## src/hdl/gcc_pkg.sv

```systemverilog
`default_nettype none
package gcc_pkg;

	localparam int unsigned MAX_COLUMNS_DEF  = 256;
	localparam int unsigned MAX_NONZEROS_DEF = 4096;

	localparam int unsigned OP_W    = 3;
	localparam int unsigned IDX_W   = 13;
	localparam int unsigned VAL_W   = 13;
	localparam int unsigned CNT_W   = 9;
	localparam int unsigned COLOR_W = 9;

	typedef enum logic [OP_W-1:0] {
		OP_ROW_START  = 3'd0,
		OP_COL_INDEX  = 3'd1,
		OP_TROW_START = 3'd2,
		OP_TCOL_INDEX = 3'd3,
		OP_RUN        = 3'd4,
		OP_READ       = 3'd5
	} op_t;

	// controller -> datapath
	typedef struct packed {
		logic accept;     // input word taken this cycle
		logic run_init;
		logic clr_step;   // clear one color flag
		logic rd_trs_lo;  // transposed row start at i (else i+1)
		logic lat_p;
		logic lat_pe;
		logic chk_j;      // take row number, fetch its start
		logic lat_q;
		logic lat_qe;
		logic chk_k;      // fetch color of column k
		logic mark;
		logic scan_init;
		logic scan_rd;
		logic scan_chk;
		logic fin;
		logic done;
	} cmd_t;

	// datapath -> controller
	typedef struct packed {
		logic clr_last;
		logic p_end;
		logic j_bad;
		logic q_end;
		logic k_stop;
		logic scan_last;
		logic col_last;
	} sts_t;

endpackage
`default_nettype wire

```

## src/hdl/gcc_ctrl.sv

```systemverilog
`default_nettype none
module gcc_ctrl import gcc_pkg::*; (
	input  wire logic            clk,
	input  wire logic            arst_n,
	input  wire logic            start,
	input  wire logic [OP_W-1:0] op,
	input  wire sts_t            sts,
	output cmd_t                 cmd,
	output logic                 busy
);

	typedef enum logic [4:0] {
		ST_IDLE, ST_CLR, ST_COL, ST_COLA, ST_COLB, ST_TRD, ST_TRW, ST_RA, ST_RB,
		ST_RD, ST_RW, ST_CW, ST_SCI, ST_SC, ST_SCW, ST_FIN, ST_DONE
	} state_t;

	state_t state_q;
	logic   acc;

	assign busy = (state_q != ST_IDLE);
	assign acc  = start && !busy;

	always_ff @(posedge clk or negedge arst_n) begin
		if (!arst_n) begin
			state_q <= ST_IDLE;
		end else begin
			case (state_q)
				ST_IDLE: if (acc && op == OP_RUN) state_q <= ST_CLR;
				ST_CLR:  if (sts.clr_last) state_q <= ST_COL;
				ST_COL:  state_q <= ST_COLA;
				ST_COLA: state_q <= ST_COLB;
				ST_COLB: state_q <= ST_TRD;
				ST_TRD:  state_q <= sts.p_end ? ST_SCI : ST_TRW;
				ST_TRW:  state_q <= sts.j_bad ? ST_TRD : ST_RA;
				ST_RA:   state_q <= ST_RB;
				ST_RB:   state_q <= ST_RD;
				ST_RD:   state_q <= sts.q_end ? ST_TRD : ST_RW;
				ST_RW:   state_q <= sts.k_stop ? ST_TRD : ST_CW;
				ST_CW:   state_q <= ST_RD;
				ST_SCI:  state_q <= ST_SC;
				ST_SC:   state_q <= ST_SCW;
				ST_SCW:  state_q <= sts.scan_last ? ST_FIN : ST_SC;
				ST_FIN:  state_q <= sts.col_last ? ST_DONE : ST_COL;
				ST_DONE: state_q <= ST_IDLE;
				default: state_q <= ST_IDLE;
			endcase
		end
	end

	always_comb begin
		cmd           = '0;
		cmd.accept    = acc;
		cmd.run_init  = acc && op == OP_RUN;
		cmd.clr_step  = (state_q == ST_CLR);
		cmd.rd_trs_lo = (state_q == ST_COL);
		cmd.lat_p     = (state_q == ST_COLA);
		cmd.lat_pe    = (state_q == ST_COLB);
		cmd.chk_j     = (state_q == ST_TRW);
		cmd.lat_q     = (state_q == ST_RA);
		cmd.lat_qe    = (state_q == ST_RB);
		cmd.chk_k     = (state_q == ST_RW);
		cmd.mark      = (state_q == ST_CW);
		cmd.scan_init = (state_q == ST_SCI);
		cmd.scan_rd   = (state_q == ST_SC);
		cmd.scan_chk  = (state_q == ST_SCW);
		cmd.fin       = (state_q == ST_FIN);
		cmd.done      = (state_q == ST_DONE);
	end

endmodule
`default_nettype wire

```

## config.mk

```make
export PLATFORM = sky130hd
export DESIGN_NAME = gcc_ctrl
export DESIGN_NICKNAME = d
export VERILOG_FILES = /design/src/hdl/gcc_pkg.sv /design/src/hdl/gcc_ctrl.sv
export SDC_FILE = /design/constraint.sdc
export NUM_CORES = 1
export LEC_CHECK = 0
export BUFFER_PORTS_ARGS = -buffer_cell sky130_fd_sc_hd__buf_2
export CORE_MARGIN = 2
export CORE_UTILIZATION = 38
export DETAILED_ROUTE_END_ITERATION = 10
export MAX_ROUTING_LAYER = met4
export PLACE_DENSITY = 0.73
export SETUP_SLACK_MARGIN = 0.05
export SLEW_MARGIN = 20
export SYNTH_ARGS = -nofsm -noshare
export SYNTH_HDL_FRONTEND = slang
export SYNTH_SLANG_ARGS = --single-unit
```

## constraint.sdc

```tcl
create_clock -name clk -period 1.5 [get_ports clk]
set_input_delay 0.375 -clock clk [delete_from_list [all_inputs] [get_ports clk]]
set_output_delay 0.375 -clock clk [all_outputs]
set_load 0.05 [all_outputs]
```

==> reports/qor.txt, run 1 <==
Placer Congestion = 0.862
Sequential share of the synthesized area = 23.4%
Placed cell area = 900 um2
Clock Path Buffers = 2
H-tree Lvls = 1
Cell area after synthesis = 534 um2
Cell row count = 13
Mapped Cells = 72
Post-synth net total = 85
Die W = 41.5 um
Synth warnings = 0
Stop Error = [ERROR DPL-0038] Utilization greater than 100%, impossible to legalize
Starting density of the core = 41.1%
Status = did not finish
IO Pins = 30
Halt Stage = global routing (5_1_grt)
Synth cell types = 33
Pre-CTS setup slack = -0.210 ns
Synth top area share = 23.4%
Chip height = 41.5 um
Synthesized area per cell = 7.42 um2
PortBufs = 29
Post-GRT worst EP = cmd[14]
Num CTS Buffers = 3
Pin count of the biggest net entering global routing = 14
Clock tree sinks = 5
Top cells by area, synth = dfrtp_1 23%, nor2_1 6.3%, nor3_1 4.7%, o21ai_0 4.7%, inv_1 3.5%
Yosys top cell by area = dfrtp_1
Hpwl dp = 1380 um
Worst ep type = top-level output
Clock root cell = clkbuf_4
Synthesized flop and latch total = 5
-- metrics by stage --
step | util [%] | hold slack (ns) | std cells
floorplan | - | 0.0794 | 72
global placement | 69.1 | 0.187 | 125
detailed placement | 69.1 | 0.190 | 125
CTS | 86.2 | 0.356 | 133
-- synthesized netlist by cell type --
cell type	number
a21oi_2	2
nand4bb_1	1
or3_4	1
a221o_1	1
buf_2	3
nor3_2	1
a31oi_1	1
and3_1	1
nand3_1	2
buf_4	2
dfrtp_1	5
and2_1	2
nor3_1	5
inv_1	5
o2bb2ai_1	1
nor2b_1	1
and3b_1	1
nand2_1	5
buf_6	1
nand2b_1	2
a21oi_1	2
o2111ai_1	1
o21ai_0	5
nor3_4	1
nor4_1	3
nand2b_2	1
o21ai_1	1
nor2_1	9
a2bb2oi_1	1
a211o_1	1
o32ai_1	1
o22ai_1	1
a21o_1	2
-- kinds of logic after synthesis --
| kind of cell | synth area share (%) |
|---|---|
| and+or+nand+nor | 39.3 |
| AOI/OAI and AO/OA | 26.0 |
| DFF | 23.4 |
| buffers and inverters | 11.2 |
-- repair_timing --
item | in CTS
hold endpoints to repair | 5
pin swaps | 2
resized for setup | 49
setup endpoints to repair | 19
hold buffers | 1
buffers inserted | 4
==> inputs of run 2 (changes only) <==
--- a/config.mk
+++ b/config.mk
@@ -6,12 +6,10 @@
 export NUM_CORES = 1
 export LEC_CHECK = 0
 export BUFFER_PORTS_ARGS = -buffer_cell sky130_fd_sc_hd__buf_2
-export CORE_MARGIN = 2
-export CORE_UTILIZATION = 38
+export CORE_AREA = 2 2 63 65
 export DETAILED_ROUTE_END_ITERATION = 10
-export MAX_ROUTING_LAYER = met4
-export PLACE_DENSITY = 0.73
-export SETUP_SLACK_MARGIN = 0.05
+export DIE_AREA = 0 0 65 67
+export PLACE_DENSITY_LB_ADDON = 0.15
 export SLEW_MARGIN = 20
 export SYNTH_ARGS = -nofsm -noshare
 export SYNTH_HDL_FRONTEND = slang
==> constraint.sdc (replaced) <==
create_clock -name clk -period 2 [get_ports clk]
set_input_delay 0.5 -clock clk [delete_from_list [all_inputs] [get_ports clk]]
set_output_delay 0.5 -clock clk [all_outputs]
set_load 0.05 [all_outputs]
==> run 2 against run 1 <==
Compared with the run above: the flow now finishes, with violations (negative setup slack); synthesized cell count stayed put; synthesized area stayed put.
==> reports/qor.txt, run 2 <==
Status = finished with violations
Failing checks = negative setup slack
Hold Path Class = primary input to async pin
Peak VDD IR = 0.000395 V
Sequential share of the synthesized area = 23.4%
Post-synth top flop = dfrtp_1
Post-cts gate resize count = 6
Global-route usage over all layers = 9.10%
Pre-CTS setup slack = 0.114 ns
Post-synth net total = 85
Initial antenna violation count = 0
CP endpoint = cmd[14]
Layout cells sized above 1 = 51.0%
Fin. max-slew vios = 0
PortBufs = 29
Die area = 4360 um2
Vias in the first global route = 612
# fillers = 400
Slew @ Worst Pin = 0.244 ns
Worst r2r dst = state_q[0]
Gr ovfl total = 0
Drt total wl = 1890 um
Largest register by flop count = state_q
Post-synth EDFFs = 0
Synthesized flop and latch total = 5
Starting density of the core = 14.8%
Commonest non-fill, non-tap cell in the layout = buf_2
Synthesized area per cell = 7.42 um2
Final min period = 2.02 ns
Layout overhead on the synthesized area = 60.2%
RSZ-0062 raised after global routing = true
CTS tree = yes
Clock Path Buffers = 2
Num CTS Buffers = 3
H-tree Lvls = 1
Length of the first detailed-routing pass in iterations = 4
CP startpoint kind = flip-flop
Worst-path fanout max = 5
Synth warnings = 0
Kind of critical path = flip-flop to primary output
Cell Pwr Density = 1620 nW/um2
Register area = 128 um2
Tcrit/Tclk final = 101%
Leak = 0.388 nW
Clock root cell = clkbuf_8
Max cap viols = 0
Final WS setup = -0.0160 ns
Cell area after synthesis = 534 um2
Clk Latency, worst-skew pair = 0.22 ns
Crit Reg-Reg Startpoint = state_q[4]
Hpwl dp = 1500 um
Cell row count = 22
WL per Instance = 12.4 um
Die W = 65 um
R2r setup slk = 0.62 ns
Clock tree sinks = 5
Final Util = 23.7%
Multi-input logic area = 387 um2
Chip height = 67 um
Post-CTS setup buffer count = 0
Commonest non-fill, non-tap cells in the layout = 21 x buf_2, 8 x nor2_1, 8 x buf_4
IO Pins = 30
Top-count cell post-synth = nor2_1
Fraction of registers with async set/reset = 100%
Largest regs = state_q x5
Clk slew on worst S/H paths = 0.03 ns
Mapped Cells = 72
Slowest CP cell = or3_4
Synth top area share = 23.4%
WP data required = 1.50 ns
FF-to-FF path depth = 4
Slew Limit Headroom = 83.6%
Placer Congestion = 0.762
Yosys top cell by area = dfrtp_1
Critical path's top delay family = simple AND/OR/NAND/NOR gates
Hold_buf cts = 0
Core footprint = 3610 um2
DRT antenna net count = 0
Vias = 652
Pin count of the biggest net entering global routing = 14
Fmax = 0.496 GHz
Worst Setup SP = state_q[4]
Slowest stage delay, CP = 0.43 ns
Top cells by area, synth = dfrtp_1 23%, nor2_1 6.3%, nor3_1 4.7%, o21ai_0 4.7%, inv_1 3.5%
Crit path DAT = 1.52 ns
Fin nets = 118
CP Capture Type = primary output
1st-iter DRT viols = 17
Crit path depth = 5
CP cell instances = or3_4 > nor3_4 > inv_2 > nor2_4 > buf_8
Max reg flops = 5
Antenna diode count = 0
Setup-failing EPs final = 2
Synth cell types = 33
Via-to-Cell Ratio = 4.29
Clock Skew = 0.00129 ns
Fin. Hold Viols = 0
DRC viols = 0
Bufs and invs on worst path = 2
Global-route wire length before repair = 2970 um
[run 2: metrics by stage]
stage	std cells	area [um2]	TNS [ns]	total power, mW	hold WS (ns)
3_5_place_dp	148	766	0	1.18	0.324
5_1_grt	152	856	-0.222	1.50	0.0938
3_3_place_gp	148	766	0	1.19	0.322
6_report	152	856	-0.0294	1.39	0.0891
2_1_floorplan	72	564	-0.829	0.969	0.204
4_1_cts	152	826	-0.0247	1.38	0.0925
[run 2: worst min path at each step]
stage / start / end / slack [ns] / cells past startpoint
finish: arst_n / state_q[3] / 0.09 / 1
global route: arst_n / state_q[3] / 0.09 / 1
CTS: arst_n / state_q[1] / 0.09 / 1
detailed placement: arst_n / state_q[1] / 0.32 / 1
global placement: arst_n / state_q[1] / 0.32 / 1
floorplan: arst_n / state_q[0] / 0.20 / 0
[run 2: cells by family (layout without fill, tap and decap cells)]
family / count (synthesis) / count (layout) / synth area share [%]
simple gates: 36 / 36 / 39.3
flops: 5 / 5 / 23.4
buf+inv: 11 / 43 / 11.2
compound gates: 20 / 20 / 26.0
[run 2: final cells by class]
| type | count | area share [%] |
|---|---|---|
| clock buffer | 4 | 5.26 |
| inverter | 5 | 2.19 |
| multi-input combinational | 56 | 45.2 |
| sequential | 5 | 14.9 |
| tap | 48 | 7.02 |
| timing repair buffer | 34 | 25.4 |
[run 2: layer usage]
| layer | vias to the layer above | track usage [%] | share of wire (%) |
|---|---|---|---|
| met5 | - | 0 | 0 |
| li1 | 324 | - | - |
| met4 | 0 | 3.99 | 1.0 |
| met3 | 2 | 2.70 | 7.1 |
| met1 | 304 | 11.4 | 44 |
| met2 | 22 | 14.4 | 48 |
[run 2: power by group]
group	switching (mW)	internal (mW)	total (mW)	leakage, nW
clock	0.0459	0.136	0.182	0.0228
sequential	0.0733	0.147	0.220	0.0609
combinational	0.656	0.330	0.985	0.304
No activity file was read; power rests on OpenSTA's default activity.
